**config.mk**
```make
export PLATFORM = sky130hd
export DESIGN_NAME = wra_merge
export DESIGN_NICKNAME = d
export VERILOG_FILES = /design/src/hdl/wra_pkg.sv /design/src/hdl/wra_merge.sv
export SDC_FILE = /design/constraint.sdc
export NUM_CORES = 1
export LEC_CHECK = 0
export BUFFER_PORTS_ARGS = -buffer_cell sky130_fd_sc_hd__buf_2
export CORE_ASPECT_RATIO = 0.5
export CORE_MARGIN = 2
export CORE_UTILIZATION = 36
export DETAILED_ROUTE_END_ITERATION = 16
export GPL_TIMING_DRIVEN = 0
export PLACE_DENSITY = 0.74
export SETUP_SLACK_MARGIN = 0.15
export SLEW_MARGIN = 30
export SYNTH_ARGS = -nofsm -noshare
export SYNTH_HDL_FRONTEND = slang
export SYNTH_SLANG_ARGS = --single-unit
```
**constraint.sdc**
```tcl
create_clock -name clk -period 0.8 [get_ports clk]
set_input_delay 0.12 -clock clk [delete_from_list [all_inputs] [get_ports clk]]
set_output_delay 0.12 -clock clk [all_outputs]
set_load 0.05 [all_outputs]
```
**src/hdl/wra_pkg.sv**
```systemverilog
package wra_pkg;

	localparam int MAX_WINDOW = 131072;
	localparam int LEN_W = $clog2(MAX_WINDOW);
	localparam int LANES = 2;
	localparam int SAMPLE_W = 24;
	localparam int FRAC_W = 17;
	localparam int FRAC_SH = 16;
	localparam int UNITY = 65536;
	localparam int FADE_SH = 17;
	localparam int PROD_W = SAMPLE_W + FRAC_W + 1;
	localparam int ACC_W = PROD_W + 1;
	localparam int DIV_STEPS = FRAC_SH / 2;
	localparam int DIV_CNT_W = $clog2(DIV_STEPS);
	localparam int ADDR_W = 4;
	localparam int DATA_W = 32;
	localparam int SAMPLE_MAX = 2 ** (SAMPLE_W - 1) - 1;
	localparam int SAMPLE_MIN = -(2 ** (SAMPLE_W - 1));
	localparam int WINDOW_LEN_RST = 24000;
	localparam int CROSSFADE_RST = 9830;
	localparam int MIX_RST = 65536;
	localparam int ACTIVE_LEN_RST = (WINDOW_LEN_RST < MAX_WINDOW) ? WINDOW_LEN_RST
		: MAX_WINDOW - 1;

	typedef enum logic [1:0] {
		REG_WINDOW_LEN,
		REG_CROSSFADE,
		REG_MIX
	} reg_idx_t;

	typedef enum logic [2:0] {
		ST_IDLE,
		ST_FADE,
		ST_DIV,
		ST_WET,
		ST_MIX,
		ST_SUM,
		ST_OUT
	} state_t;

	typedef struct packed {
		logic mem_en;
		logic cap_half;
		logic [LEN_W-1:0] wr_slot;
		logic [LEN_W-1:0] rd_slot;
		logic dry_en;
		logic wet_en;
		logic mix_en;
		logic sum_en;
		logic played;
		logic [FRAC_W-1:0] env;
		logic [FRAC_W-1:0] mix;
		logic [FRAC_W-1:0] mix_inv;
	} lane_ctl_t;

	// divide by unity, rounding toward zero
	function automatic logic signed [ACC_W-FRAC_SH-1:0] div_unity(
		input logic signed [ACC_W-1:0] x);
		logic signed [ACC_W-1:0] b;
		b = x[ACC_W-1] ? x + ACC_W'(UNITY - 1) : x;
		return b[ACC_W-1:FRAC_SH];
	endfunction

	function automatic logic signed [SAMPLE_W-1:0] sat_sample(
		input logic signed [ACC_W-FRAC_SH-1:0] x);
		logic signed [SAMPLE_W-1:0] r;
		if (x > SAMPLE_MAX) begin
			r = SAMPLE_W'(SAMPLE_MAX);
		end else if (x < SAMPLE_MIN) begin
			r = SAMPLE_W'(SAMPLE_MIN);
		end else begin
			r = SAMPLE_W'(x);
		end
		return r;
	endfunction

endpackage

```
**src/hdl/wra_merge.sv**
```systemverilog
module wra_merge (
	input  logic clk,
	input  logic arst_n,
	input  logic load,
	input  logic signed [wra_pkg::SAMPLE_W-1:0] lane_res [wra_pkg::LANES],
	input  logic out_ready,
	output logic out_valid,
	output logic signed [wra_pkg::SAMPLE_W-1:0] left_out,
	output logic signed [wra_pkg::SAMPLE_W-1:0] right_out,
	output logic free
);
	import wra_pkg::*;

	logic valid_q;
	logic signed [SAMPLE_W-1:0] left_q, right_q;

	assign free = !valid_q || out_ready;

	always_ff @(posedge clk or negedge arst_n) begin
		if (!arst_n) begin
			valid_q <= 1'b0;
		end else if (load) begin
			valid_q <= 1'b1;
		end else if (out_ready) begin
			valid_q <= 1'b0;
		end
	end

	always_ff @(posedge clk) begin
		if (load) begin
			left_q <= lane_res[0];
			right_q <= lane_res[1];
		end
	end

	assign out_valid = valid_q;
	assign left_out = left_q;
	assign right_out = right_q;

endmodule

```
==> impl_metrics.tcl <==
set metrics [dict create \
    fmax_mhz 932 \
    dp_cells 206 \
    wire_per_inst_um 15.0 \
    postCtsHoldBufs 1 \
    met3_usage_pct 2.75 \
    avgSynthCellArea_um2 29.2 \
    drt_iter0_markers 39 \
    leakagePower_uw 0.00104 \
    nets 212 \
    arrival_ns 0.95 \
    timing.rr.start "out_valid$_DFFE_PN0P_" \
    grt_start_max_net_pins 50 \
    layout_min_cycle_time_ns 1.07 \
    clock_latency_ns 0.29 \
    skew_ns 0 \
    syn_inst 51 \
    synth_compound_area_share_pct 0 \
    cts_buffer_depth 2 \
    muxShareOfSynthArea_pct 0 \
    coreArea_mm2 0.00394 \
    yosysUniqueCellTypes 4 \
    cts_setup_buffers 0 \
    synth-xor-area-share_pct 0 \
    hold_violations 0 \
    wirelength_um 3220 \
    powerDensity_mw_per_mm2 2350 \
    critPathLaunch "out_valid$_DFFE_PN0P_" \
    setup_viol 50 \
    grt_pass1_wl_um 4520 \
    tightest_slew_ns 0.429 \
    ys_seq_elements 49 \
    die_x_um 95.0 \
    status "complete, but fails checks" \
    seq_area_frac_synth_pct 98.5 \
    drc 0 \
    die_y_um 49.5 \
    drive_gt1_share_pct 67.7 \
    utilization_pct 62.8 \
    final_antenna_net_count 0 \
    stdcell_count 215 \
    synthAdderAreaFrac_pct 0 \
    critical_path_class "reg2out" \
    irDropWorstVdd_uv 844 \
    clock-sinks 49 \
    place_worst_setup_slack_ns -0.513 \
    setup_slack_ns -0.273 \
    min_path_type "in2reg" \
    crit_path_end_kind "output pin" \
    cp.required_ns 0.68 \
    syn2layout_area_growth_pct 66.2 \
    startpoint_type "flop" \
    maxSlewViolCount 0 \
    busiest_layer "met2" \
    cts-buffers-inserted 5 \
    drv_cap 0 \
    viasPerCell 4.07 \
    fillerInstances 260 \
    grt_setup_unrepaired "true" \
    synth-simple-area-share_pct 1.51 \
    failed_checks "setup timing" \
    die_area_mm2 0.00470 \
    grt_antenna_before_repair 0 \
    min-delay-start "lane_res[29]" \
    firstDrtPassIters 4 \
    h-tree-depth 2 \
    grtUsageMet1_pct 15.4 \
    syn_area_mm2 0.00149 \
    synth_area_leaders "edfxtp_1, dfrtp_1, nand2b_4" \
    relSlewSlack_pct 71.4 \
    cp_max_fo 2 \
    gr-total-overflow 0 \
    io_buffer_count 101 \
    synth_top_family_by_area "simple AND/OR/NAND/NOR gates" \
    path_clk_slew_ns 0.08 \
    gp_congestion 0.654 \
    antenna_cells 0 \
    cts_root_buf "clkbuf_8" \
    ios 102 \
    grt_pass1_vias 868 \
    dr_total_vias 875 \
    synth_area_leader_cell "edfxtp_1" \
    synthesis.nets 103 \
    synth_top_area_share_pct 96.8 \
    yosysWarnings 0 \
    start_util_pct 37.8 \
    grt_use_total_pct 13.6 \
    min_period_over_period_pct 134 \
    hold_slack_ns 0.00220 \
    tritoncts "built" \
    fp-row-count 16 \
    grt_use_met2_pct 25.3 \
]
[final timing paths]
| kind | to | slack (ns) | cells past startpoint |
|---|---|---|---|
| setup / recovery | free | -0.27 | 2 |
| hold / removal | left_out[5]$_DFFE_PP_ | 0.002 | 1 |
| setup reg to reg | out_valid$_DFFE_PN0P_ | 0.13 | 2 |
| hold reg to reg | out_valid$_DFFE_PN0P_ | 0.54 | 2 |
| max in group asynchronous | out_valid$_DFFE_PN0P_ | 0.57 | 2 |
| min in group asynchronous | out_valid$_DFFE_PN0P_ | 0.14 | 2 |
[cells in the final DEF, fill, tap and decap left out, drive strengths merged]
cell type	instances
edfxtp	48
dfrtp	1
nand2b	2
buf	101
clkbuf	8
dlygate4sd3	1
[power breakdown]
part	switching, uW	internal, uW	total [uW]	leakage [uW]
Sequential	93.9	3050	3140	0.000480
Clock	718	622	1340	0.0000395
Combinational	871	467	1340	0.000526
Total	1680	4130	5820	0.00104
[flip-flops by register name, summed over array words and instances (netlist names)]
register / flops
left_out: 24
out_valid: 1
right_out: 24
[timing repair]
item,in CTS,in global routing
gates resized for setup,101,0
endpoints found under the hold margin,31,33
setup endpoints to repair,99,51
pin swaps,0,0
[per-layer routing]
metal / vias to the layer above / part of all wire (%)
met5: - / 0
met4: 0 / 1.5
met3: 4 / 1.9
met2: 16 / 62
met1: 436 / 35
li1: 419 / -
[cell type report]
type | instances | area, um2 | area share [%]
clock buffers | 8 | 80.1 | 3.24
multi-input cells | 2 | 27.5 | 1.11
flip-flops and latches | 49 | 1470 | 59.3
well taps | 54 | 67.6 | 2.73
repair buffers | 102 | 832 | 33.6
[critical path, stage by stage, from the launching register on]
cell and delay [ns]:
dfrtp_2 0.43, nand2b_4 0.09, buf_8 0.15
[synth_stat cells]
| cell type | instances |
|---|---|
| nand2b_2 | 1 |
| dfrtp_1 | 1 |
| edfxtp_1 | 48 |
| nand2b_4 | 1 |
[per-stage QoR]
step	instance area, um2	total power [uW]	setup TNS, ns
after global routing	2470	6010	-9.99
after global placement	2070	4220	-22.57
after detailed placement	2070	4240	-25.11
after CTS	2470	5850	-8.75
after floorplan	1500	3890	-0.142
final	2470	5820	-8.33
[cell families after synthesis]
family / after synthesis
simple gates: 2
flops: 49
Note: power is estimated with default switching activity, not from simulation.
