**src/hdl/wra_pkg.sv**
```systemverilog
package wra_pkg;

	localparam int MAX_WINDOW = 131072;
	localparam int LEN_W = $clog2(MAX_WINDOW);
	localparam int LANES = 2;
	localparam int SAMPLE_W = 24;
	localparam int FRAC_W = 17;
	localparam int FRAC_SH = 16;
	localparam int UNITY = 65536;
	localparam int FADE_SH = 17;
	localparam int PROD_W = SAMPLE_W + FRAC_W + 1;
	localparam int ACC_W = PROD_W + 1;
	localparam int DIV_STEPS = FRAC_SH / 2;
	localparam int DIV_CNT_W = $clog2(DIV_STEPS);
	localparam int ADDR_W = 4;
	localparam int DATA_W = 32;
	localparam int SAMPLE_MAX = 2 ** (SAMPLE_W - 1) - 1;
	localparam int SAMPLE_MIN = -(2 ** (SAMPLE_W - 1));
	localparam int WINDOW_LEN_RST = 24000;
	localparam int CROSSFADE_RST = 9830;
	localparam int MIX_RST = 65536;
	localparam int ACTIVE_LEN_RST = (WINDOW_LEN_RST < MAX_WINDOW) ? WINDOW_LEN_RST
		: MAX_WINDOW - 1;

	typedef enum logic [1:0] {
		REG_WINDOW_LEN,
		REG_CROSSFADE,
		REG_MIX
	} reg_idx_t;

	typedef enum logic [2:0] {
		ST_IDLE,
		ST_FADE,
		ST_DIV,
		ST_WET,
		ST_MIX,
		ST_SUM,
		ST_OUT
	} state_t;

	typedef struct packed {
		logic mem_en;
		logic cap_half;
		logic [LEN_W-1:0] wr_slot;
		logic [LEN_W-1:0] rd_slot;
		logic dry_en;
		logic wet_en;
		logic mix_en;
		logic sum_en;
		logic played;
		logic [FRAC_W-1:0] env;
		logic [FRAC_W-1:0] mix;
		logic [FRAC_W-1:0] mix_inv;
	} lane_ctl_t;

	// divide by unity, rounding toward zero
	function automatic logic signed [ACC_W-FRAC_SH-1:0] div_unity(
		input logic signed [ACC_W-1:0] x);
		logic signed [ACC_W-1:0] b;
		b = x[ACC_W-1] ? x + ACC_W'(UNITY - 1) : x;
		return b[ACC_W-1:FRAC_SH];
	endfunction

	function automatic logic signed [SAMPLE_W-1:0] sat_sample(
		input logic signed [ACC_W-FRAC_SH-1:0] x);
		logic signed [SAMPLE_W-1:0] r;
		if (x > SAMPLE_MAX) begin
			r = SAMPLE_W'(SAMPLE_MAX);
		end else if (x < SAMPLE_MIN) begin
			r = SAMPLE_W'(SAMPLE_MIN);
		end else begin
			r = SAMPLE_W'(x);
		end
		return r;
	endfunction

endpackage

```
**src/hdl/wra_ctrl.sv**
```systemverilog
module wra_ctrl (
	input  logic clk,
	input  logic arst_n,
	input  logic psel,
	input  logic penable,
	input  logic pwrite,
	input  logic [wra_pkg::ADDR_W-1:0] paddr,
	input  logic [wra_pkg::DATA_W-1:0] pwdata,
	output logic [wra_pkg::DATA_W-1:0] prdata,
	input  logic in_valid,
	output logic in_ready,
	input  logic out_free,
	output logic out_load,
	output wra_pkg::lane_ctl_t lane_ctl
);
	import wra_pkg::*;

	state_t state_q, state_d;
	logic [FRAC_W-1:0] window_len_q, xfade_q, mix_q;
	logic [FRAC_W-1:0] xf_sat, mix_sat;
	logic [LEN_W-1:0] pos_q, active_len_q, nearest_q, fade_q, rd_slot;
	logic cap_q, played_q;
	logic [LEN_W+FRAC_W-1:0] fade_prod;
	logic [LEN_W:0] rem_q;
	logic [FRAC_SH-1:0] quo_q, quo_next;
	logic [DIV_CNT_W-1:0] div_cnt_q;
	logic [FRAC_W-1:0] env_q;
	logic [LEN_W+1:0] step1, step2;
	logic [LEN_W:0] pos_inc;
	logic accept, wr_en, use_div, div_last;
	reg_idx_t reg_idx;

	// one restoring step: {quotient bit, remainder}
	function automatic logic [LEN_W+1:0] div_step(input logic [LEN_W:0] r,
		input logic [LEN_W-1:0] d);
		logic [LEN_W+1:0] r2;
		logic [LEN_W+1:0] res;
		r2 = {r, 1'b0};
		if (r2 >= (LEN_W + 2)'(d)) begin
			res = {1'b1, (LEN_W + 1)'(r2 - (LEN_W + 2)'(d))};
		end else begin
			res = {1'b0, r2[LEN_W:0]};
		end
		return res;
	endfunction

	assign reg_idx = reg_idx_t'(paddr[3:2]);
	assign wr_en = psel && penable && pwrite;

	always_ff @(posedge clk or negedge arst_n) begin
		if (!arst_n) begin
			window_len_q <= FRAC_W'(WINDOW_LEN_RST);
			xfade_q <= FRAC_W'(CROSSFADE_RST);
			mix_q <= FRAC_W'(MIX_RST);
		end else if (wr_en) begin
			unique case (reg_idx)
				REG_WINDOW_LEN: window_len_q <= pwdata[FRAC_W-1:0];
				REG_CROSSFADE:  xfade_q <= pwdata[FRAC_W-1:0];
				REG_MIX:        mix_q <= pwdata[FRAC_W-1:0];
				default: ;
			endcase
		end
	end

	always_comb begin
		unique case (reg_idx)
			REG_WINDOW_LEN: prdata = DATA_W'(window_len_q);
			REG_CROSSFADE:  prdata = DATA_W'(xfade_q);
			REG_MIX:        prdata = DATA_W'(mix_q);
			default:        prdata = '0;
		endcase
	end

	assign xf_sat = (xfade_q > FRAC_W'(UNITY)) ? FRAC_W'(UNITY) : xfade_q;
	assign mix_sat = (mix_q > FRAC_W'(UNITY)) ? FRAC_W'(UNITY) : mix_q;

	assign accept = in_valid && in_ready;
	assign rd_slot = active_len_q - LEN_W'(1) - pos_q;
	assign fade_prod = (LEN_W + FRAC_W)'(active_len_q) * (LEN_W + FRAC_W)'(xf_sat);
	assign use_div = (fade_q != '0) && (nearest_q < fade_q);
	assign step1 = div_step(rem_q, fade_q);
	assign step2 = div_step(step1[LEN_W:0], fade_q);
	assign quo_next = {quo_q[FRAC_SH-3:0], step1[LEN_W+1], step2[LEN_W+1]};
	assign div_last = (div_cnt_q == DIV_CNT_W'(DIV_STEPS - 1));
	assign pos_inc = (LEN_W + 1)'(pos_q) + (LEN_W + 1)'(1);

	always_ff @(posedge clk or negedge arst_n) begin
		if (!arst_n) begin
			state_q <= ST_IDLE;
		end else begin
			state_q <= state_d;
		end
	end

	always_comb begin
		state_d = state_q;
		in_ready = 1'b0;
		out_load = 1'b0;
		unique case (state_q)
			ST_IDLE: begin
				in_ready = 1'b1;
				if (in_valid) state_d = ST_FADE;
			end
			ST_FADE: state_d = use_div ? ST_DIV : ST_WET;
			ST_DIV:  if (div_last) state_d = ST_WET;
			ST_WET:  state_d = ST_MIX;
			ST_MIX:  state_d = ST_SUM;
			ST_SUM:  state_d = ST_OUT;
			ST_OUT: begin
				out_load = out_free;
				if (out_free) state_d = ST_IDLE;
			end
			default: state_d = ST_IDLE;
		endcase
	end

	// envelope: position to fade ratio, two quotient bits a cycle
	always_ff @(posedge clk) begin
		if (accept) begin
			fade_q <= fade_prod[LEN_W+FRAC_W-1:FADE_SH];
			nearest_q <= (pos_q < rd_slot) ? pos_q : rd_slot;
		end
		if (state_q == ST_FADE) begin
			rem_q <= {1'b0, nearest_q};
			quo_q <= '0;
			div_cnt_q <= '0;
			if (!use_div) env_q <= FRAC_W'(UNITY);
		end
		if (state_q == ST_DIV) begin
			rem_q <= step2[LEN_W:0];
			quo_q <= quo_next;
			div_cnt_q <= div_cnt_q + DIV_CNT_W'(1);
			if (div_last) env_q <= {1'b0, quo_next};
		end
	end

	// window position and ping-pong swap
	always_ff @(posedge clk or negedge arst_n) begin
		if (!arst_n) begin
			pos_q <= '0;
			cap_q <= 1'b0;
			played_q <= 1'b0;
			active_len_q <= LEN_W'(ACTIVE_LEN_RST);
		end else if (out_load) begin
			if (pos_inc >= (LEN_W + 1)'(active_len_q)) begin
				pos_q <= '0;
				cap_q <= ~cap_q;
				played_q <= 1'b1;
				if (window_len_q != '0 && 32'(window_len_q) < 32'(MAX_WINDOW)) begin
					active_len_q <= LEN_W'(window_len_q);
				end
			end else begin
				pos_q <= pos_inc[LEN_W-1:0];
			end
		end
	end

	always_comb begin
		lane_ctl.mem_en = accept;
		lane_ctl.cap_half = cap_q;
		lane_ctl.wr_slot = pos_q;
		lane_ctl.rd_slot = rd_slot;
		lane_ctl.dry_en = (state_q == ST_FADE);
		lane_ctl.wet_en = (state_q == ST_WET);
		lane_ctl.mix_en = (state_q == ST_MIX);
		lane_ctl.sum_en = (state_q == ST_SUM);
		lane_ctl.played = played_q;
		lane_ctl.env = env_q;
		lane_ctl.mix = mix_sat;
		lane_ctl.mix_inv = FRAC_W'(UNITY) - mix_sat;
	end

endmodule

```
**config.mk**
```make
export PLATFORM = sky130hd
export DESIGN_NAME = wra_ctrl
export DESIGN_NICKNAME = d
export VERILOG_FILES = /design/src/hdl/wra_pkg.sv /design/src/hdl/wra_ctrl.sv
export SDC_FILE = /design/constraint.sdc
export NUM_CORES = 1
export LEC_CHECK = 0
export BUFFER_PORTS_ARGS = -buffer_cell sky130_fd_sc_hd__buf_2
export CAP_MARGIN = 20
export CORE_ASPECT_RATIO = 0.8
export CORE_UTILIZATION = 50
export DETAILED_ROUTE_END_ITERATION = 7
export HOLD_SLACK_MARGIN = 0.06
export PLACE_DENSITY = 0.68
export SLEW_MARGIN = 15
export SYNTH_ARGS = -nofsm -noshare
export SYNTH_HDL_FRONTEND = slang
export SYNTH_SLANG_ARGS = --single-unit
```
**constraint.sdc**
```tcl
create_clock -name clk -period 8.05 [get_ports clk]
set_input_delay 1.61 -clock clk [delete_from_list [all_inputs] [get_ports clk]]
set_output_delay 1.61 -clock clk [all_outputs]
set_load 0.02 [all_outputs]
```
==> results of run 1 <==
==> cells by family after synthesis <==
kind of cell             count (synthesis)  share of synthesized area
AO/OA/AOI/OAI                          316                     0.0961
XOR/XNOR                                84                     0.0355
adder cells (fa/ha/maj)                433                      0.342
buffers and inverters                  466                     0.0887
flip-flops                             176                      0.226
multiplexers                           112                     0.0587
other                                    1                   0.000181
AND/OR/NAND/NOR                        644                      0.152
==> layer usage <==
| layer | vias up | track usage | routed length, um |
|---|---|---|---|
| li1 | 7501 | - | - |
| met1 | 8112 | 0.364 | 24500 |
| met2 | 646 | 0.435 | 25300 |
| met4 | 0 | 0.0800 | 1360 |
| met3 | 83 | 0.0515 | 4060 |
| met5 | - | 0 | 0 |
==> cell type report <==
| cell class | instances | area, um^2 |
|---|---|---|
| Tap cell | 544 | 681 |
| Timing Repair Buffer | 197 | 1150 |
| Inverter | 359 | 1350 |
| Clock buffer | 18 | 450 |
| Multi-Input combinational cell | 1604 | 14300 |
| Clock inverter | 14 | 188 |
| Fill cell | 3650 | 18000 |
| Sequential cell | 176 | 4690 |
==> flip-flops by register name, indices dropped and copies added, names as in the netlist <==
signal / cells
div_cnt_q: 3
quo_q: 14
active_len_q: 17
env_q: 17
played_q: 1
mix_q: 17
fade_q: 17
rem_q: 18
window_len_q: 17
xfade_q: 17
nearest_q: 17
cap_q: 1
pos_q: 17
state_q: 3
==> what timing repair did <==
action | in CTS | in global routing
gates resized for setup | 0 | 5
setup endpoints to repair | 0 | 6
buffers inserted | 0 | 0
==> stage by stage <==
stage	utilization	worst slack [ns]	cells	area, um^2	hold WS, ns
2_1_floorplan	-	0.778	2246	20800	0.436
3_3_place_gp	0.543	0.328	2878	22100	0.447
3_5_place_dp	0.543	0.220	2878	22100	0.451
4_1_cts	0.558	0.181	2910	22800	0.469
5_1_grt	0.559	0.00701	2912	22800	0.482
6_report	0.559	0.418	2912	22800	0.466
==> cell usage after synthesis, types with 3 or more instances <==
cell type / number / area share
buf_2: 4 / 0.00097
nor2_1: 67 / 0.012
mux2i_1: 35 / 0.017
o41ai_1: 3 / 0.0013
dfstp_2: 22 / 0.028
a22o_1: 17 / 0.0072
mux2_2: 77 / 0.042
o21a_1: 21 / 0.0076
xnor2_1: 63 / 0.027
dfrtp_1: 68 / 0.082
dfxtp_1: 17 / 0.016
edfxtp_1: 69 / 0.10
a211oi_1: 8 / 0.0029
o22ai_1: 9 / 0.0027
o21ai_0: 89 / 0.021
nand3_1: 29 / 0.0070
and3_1: 12 / 0.0036
o211ai_1: 6 / 0.0022
xor2_1: 21 / 0.0089
inv_1: 357 / 0.065
ha_1: 209 / 0.13
a21o_1: 29 / 0.010
a31oi_1: 9 / 0.0027
a21oi_1: 72 / 0.017
o21ai_1: 10 / 0.0024
o21bai_1: 8 / 0.0029
nor2b_1: 47 / 0.014
buf_4: 19 / 0.0069
nand4_1: 13 / 0.0039
nor3_1: 27 / 0.0065
fa_1: 224 / 0.22
clkbuf_1: 80 / 0.014
o31ai_1: 3 / 0.0011
nand2b_1: 16 / 0.0048
nor3b_1: 3 / 0.0011
nor4_1: 15 / 0.0045
and2_1: 136 / 0.041
nand2_1: 259 / 0.047
or2_2: 6 / 0.0018
or3_1: 6 / 0.0018
o31a_1: 7 / 0.0030
==> critical path: cells and delay by family, from the launching register on <==
family	cells	cell delay, ns
buffers and inverters	7	0.93
XOR/XNOR	1	0.14
AND/OR/NAND/NOR	6	1.06
adder cells (fa/ha/maj)	7	3.25
flip-flops	1	0.42
AO/OA/AOI/OAI	7	1.56
==> worst max path at each step <==
stage	endpoint	startpoint	slack, ns
detailed placement	fade_q[16]	xfade_q[14]	0.22
global route	fade_q[16]	xfade_q[4]	0.007
global placement	fade_q[16]	xfade_q[4]	0.33
finish	fade_q[16]	xfade_q[4]	0.42
floorplan	fade_q[16]	xfade_q[16]	0.78
CTS	fade_q[16]	xfade_q[4]	0.18
==> metrics.txt, run 1 <==
status complete, no violations; cts bufs inserted 17; worst hold path type reg2reg; core area 40,800 um^2; chip height 184 um; Setup CP Type reg2reg; die width 230 um; startpoint class of the critical path flip-flop; WP data required 8.25 ns; hold depth 1; vias 16,300; syn avg cell area 9.29 um^2; CTS Root Cell clkbuf_16; routed len/inst 19.0 um; first-pass GRT wire length 88.3 mm; Worst-Margin Slew 0.929 ns; yosys synthesis warning count 0; initial DRC count 1,220; top_reg_cell synth edfxtp_1; Slowest-stage cell, CP fa_1; Worst R2R Setup Slack 0.42 ns; antenna violations before repair 2; min Tclk post-route 7.63 ns; post-route clock period utilization 0.948; synth unique cells 66; Worst slew margin 0.381; CTS Sinks 176; Final Hold Fails 0; post-DP HPWL 43.9 mm; fmax 0.131 GHz; Mapped Cells 2,232; drc violations 0; gr usage total 0.268; Setup crit end kind flip-flop; final setup TNS 0 ns; Hold Buf Count CTS 0; largest net degree at the start of global routing 73; # IOs 169; max-cap violations 0; die area 42,300 um^2; post-route ant nets 0; DRT Pass-1 Iters 5; post-layout net count 2,831; global route overflow 0; clock buffer depth 2; most frequent cells in the layout inv_1 (357), nand2_1 (259), fa_1 (224); IO Port Bufs 136; GP Congestion 0.897; final setup fails 0; CTS tree done; cell row count 66; R2R depth 28; via density per instance 5.61; most frequent CP cell fa_1; crit-path max FO 9; crit path DAT 7.84 ns; EDFF count, synth 69; Initial Utilization 0.508; layout cells sized above 1 0.147; vias in the first global route 16,500; asr flop ratio synth 0.511; commonest non-fill, non-tap cell in the layout inv_1; final WL 55.3 mm; Area Overhead vs Synth 10.0%; worst-skew pair later-pin latency 0.47 ns; CTS clk-pin slew, worst paths 0.08 ns; Max Clock Skew 0.0268 ns; Slew Viols, Final 0; crit-path max cell delay 0.54 ns; post-synthesis sequential area ratio 0.226; worst r2r dst fade_q[16]; hold endpoint played_q; post-synth design cell area 20,700 um^2; n_diodes 0; hold path start played_q; H-Tree Depth 4; Synth Register Bits 176; worst r2r src xfade_q[4]; RSZ-0062 raised after global routing no
Power of run 1 is left out: the tool's default activity adds up to more than one toggle a clock period on the data nets, which glitch-free logic cannot reach.
==> inputs of run 2 (changes only) <==
Settings changed: PLACE_DENSITY 0.68 to 0.71.
Clock period 8.05 ns to 6.9 ns, I/O delays scaled along.
==> metrics.txt, run 2 (synthesis results as in run 1) <==
sequential power share 0.160; post-layout net count 2,905; PD cells 540 nW/um^2; initial DRC count 1,068; Worst slew margin 0.297; min Tclk post-route 6.92 ns; combinational cell fraction of total power 0.762; largest net degree at the start of global routing 49; H-Tree Depth 4; final core occ 0.583; post-route clock period utilization 1.00; cell row count 66; dpl cell area 22,700 um^2; Design Power 12.8 mW; WP data required 7.12 ns; area taken by multi-input logic gates 14,600 um^2; Max Clock Skew 0.0145 ns; die width 230 um; Setup crit end kind flip-flop; vias in the first global route 16,800; Slowest-stage cell, CP fa_1; vias 16,400; dpl ws -0.638 ns; die area 42,300 um^2; max reg flops 18; global route overflow 0; n_diodes 0; worst path bufs/invs 8; Psw 6.59 mW; most frequent CP cell fa_1; GP Congestion 0.944; Crit path max-delay family adder cells; worst hold path type reg2reg; fmax 0.145 GHz; most frequent cells in the layout inv_1 (350), nand2_1 (252), fa_1 (216); layout cells sized above 1 0.196; startpoint class of the critical path flip-flop; Clock Power Share 0.077; # IOs 169; Net Sw Frac 0.513; crit path DAT 7.13 ns; DRT Pass-1 Iters 5; Area Overhead vs Synth 14.6%; max-cap violations 0; antenna violations before repair 0; via density per instance 5.49; drc violations 0; status finished with violations; Setup CP Type reg2reg; CTS tree done; LEAKAGE 11.8 nW; design area 23,800 um^2; post-DP HPWL 44.3 mm; routed len/inst 18.3 um; crit-path max FO 4; failing checks setup timing; cell-internal power 6.25 mW; register area 4690 um^2; cts bufs inserted 17; CTS Root Cell clkbuf_16; commonest non-fill, non-tap cell in the layout inv_1; CTS Sinks 176; gr usage total 0.264; Final Hold Fails 0; CTS clk-pin slew, worst paths 0.08 ns; core area 40,800 um^2; clock buffer depth 2; final setup fails 1; Initial Utilization 0.508; IO Port Bufs 136; Worst-Margin Slew 1.05 ns; fillers 3,526; maximum VDD drop 0.293 mV; Hold Buf Count CTS 0; worst-skew pair later-pin latency 0.46 ns; Top reg by flops rem_q; first-pass GRT wire length 88.0 mm; Slew Viols, Final 0; final worst setup slack -0.0170 ns; RSZ-0062 raised after global routing yes; chip height 184 um; crit-path max cell delay 0.52 ns; final WL 54.6 mm; post-route ant nets 0
[run 2: cell count changes in the layout (fill, tap and decap cells not counted), sizes merged]
cell	delta
inv	+2
buf	+75
bufinv	-1
clkbuf	-1
clkinvlp	-1
[run 2: final timing paths]
path	startpoint	end	slack, ns	cells past startpoint
worst max-delay path	xfade_q[4]	fade_q[16]	-0.02	29
worst min-delay path	env_q[0]	env_q[0]	0.47	2
worst max register to register	xfade_q[4]	fade_q[16]	-0.02	29
worst min register to register	env_q[0]	env_q[0]	0.47	2
max in group asynchronous	arst_n	pos_q[0]	4.93	2
min in group asynchronous	arst_n	mix_q[15]	0.92	1
[run 2: area by class of cell]
| class | count | share of cell area |
|---|---|---|
| well taps | 544 | 0.0286 |
| multi-input cells | 1604 | 0.616 |
| clock inverters | 14 | 0.00684 |
| inverters | 359 | 0.0567 |
| flip-flops and latches | 176 | 0.197 |
| clock buffers | 18 | 0.0185 |
| repair buffers | 271 | 0.0760 |
[run 2: power groups by stage]
stage	clock network, mW	logic [mW]	registers, mW
after floorplan	0	6.74	1.98
after global placement	0	9.07	2.04
after detailed placement	0	9.37	2.06
after CTS	1.00	9.56	2.04
after global routing	1.04	10.9	2.11
final	0.989	9.79	2.06
[run 2: worst register-to-register path: cells and delay by family (launching register included)]
| kind | cells | cell delay (ns) |
|---|---|---|
| and+or+nand+nor | 5 | 0.79 |
| adders and majority gates | 7 | 3.16 |
| buffers and inverters | 8 | 0.90 |
| DFF | 1 | 0.41 |
| AOI/OAI and AO/OA | 8 | 1.30 |
| xor gates and xnor gates | 1 | 0.13 |
[run 2: per-stage QoR]
stage	cells	hold WS, ns	TNS (ns)
final	2986	0.467	-0.0170
after global routing	2986	0.485	-1.77
after CTS	2974	0.470	-0.341
after detailed placement	2939	0.452	-5.98
after global placement	2939	0.443	-4.41
after floorplan	2246	0.436	0
[run 2: per-layer routing]
layer | vias to the layer above | global-route usage | wire [um]
met4 | 0 | 0.0752 | 1190
met2 | 493 | 0.428 | 25200
met3 | 79 | 0.0526 | 3490
met5 | - | 0 | 0
li1 | 7629 | - | -
met1 | 8187 | 0.360 | 24600
[run 2: what timing repair did]
| action | in CTS | in global routing |
|---|---|---|
| pin swaps | 53 | 58 |
| endpoints found under the setup margin | 16 | 14 |
| resized for setup | 39 | 48 |
| buffers inserted | 8 | 13 |
Power figures use the tool's default switching activity.
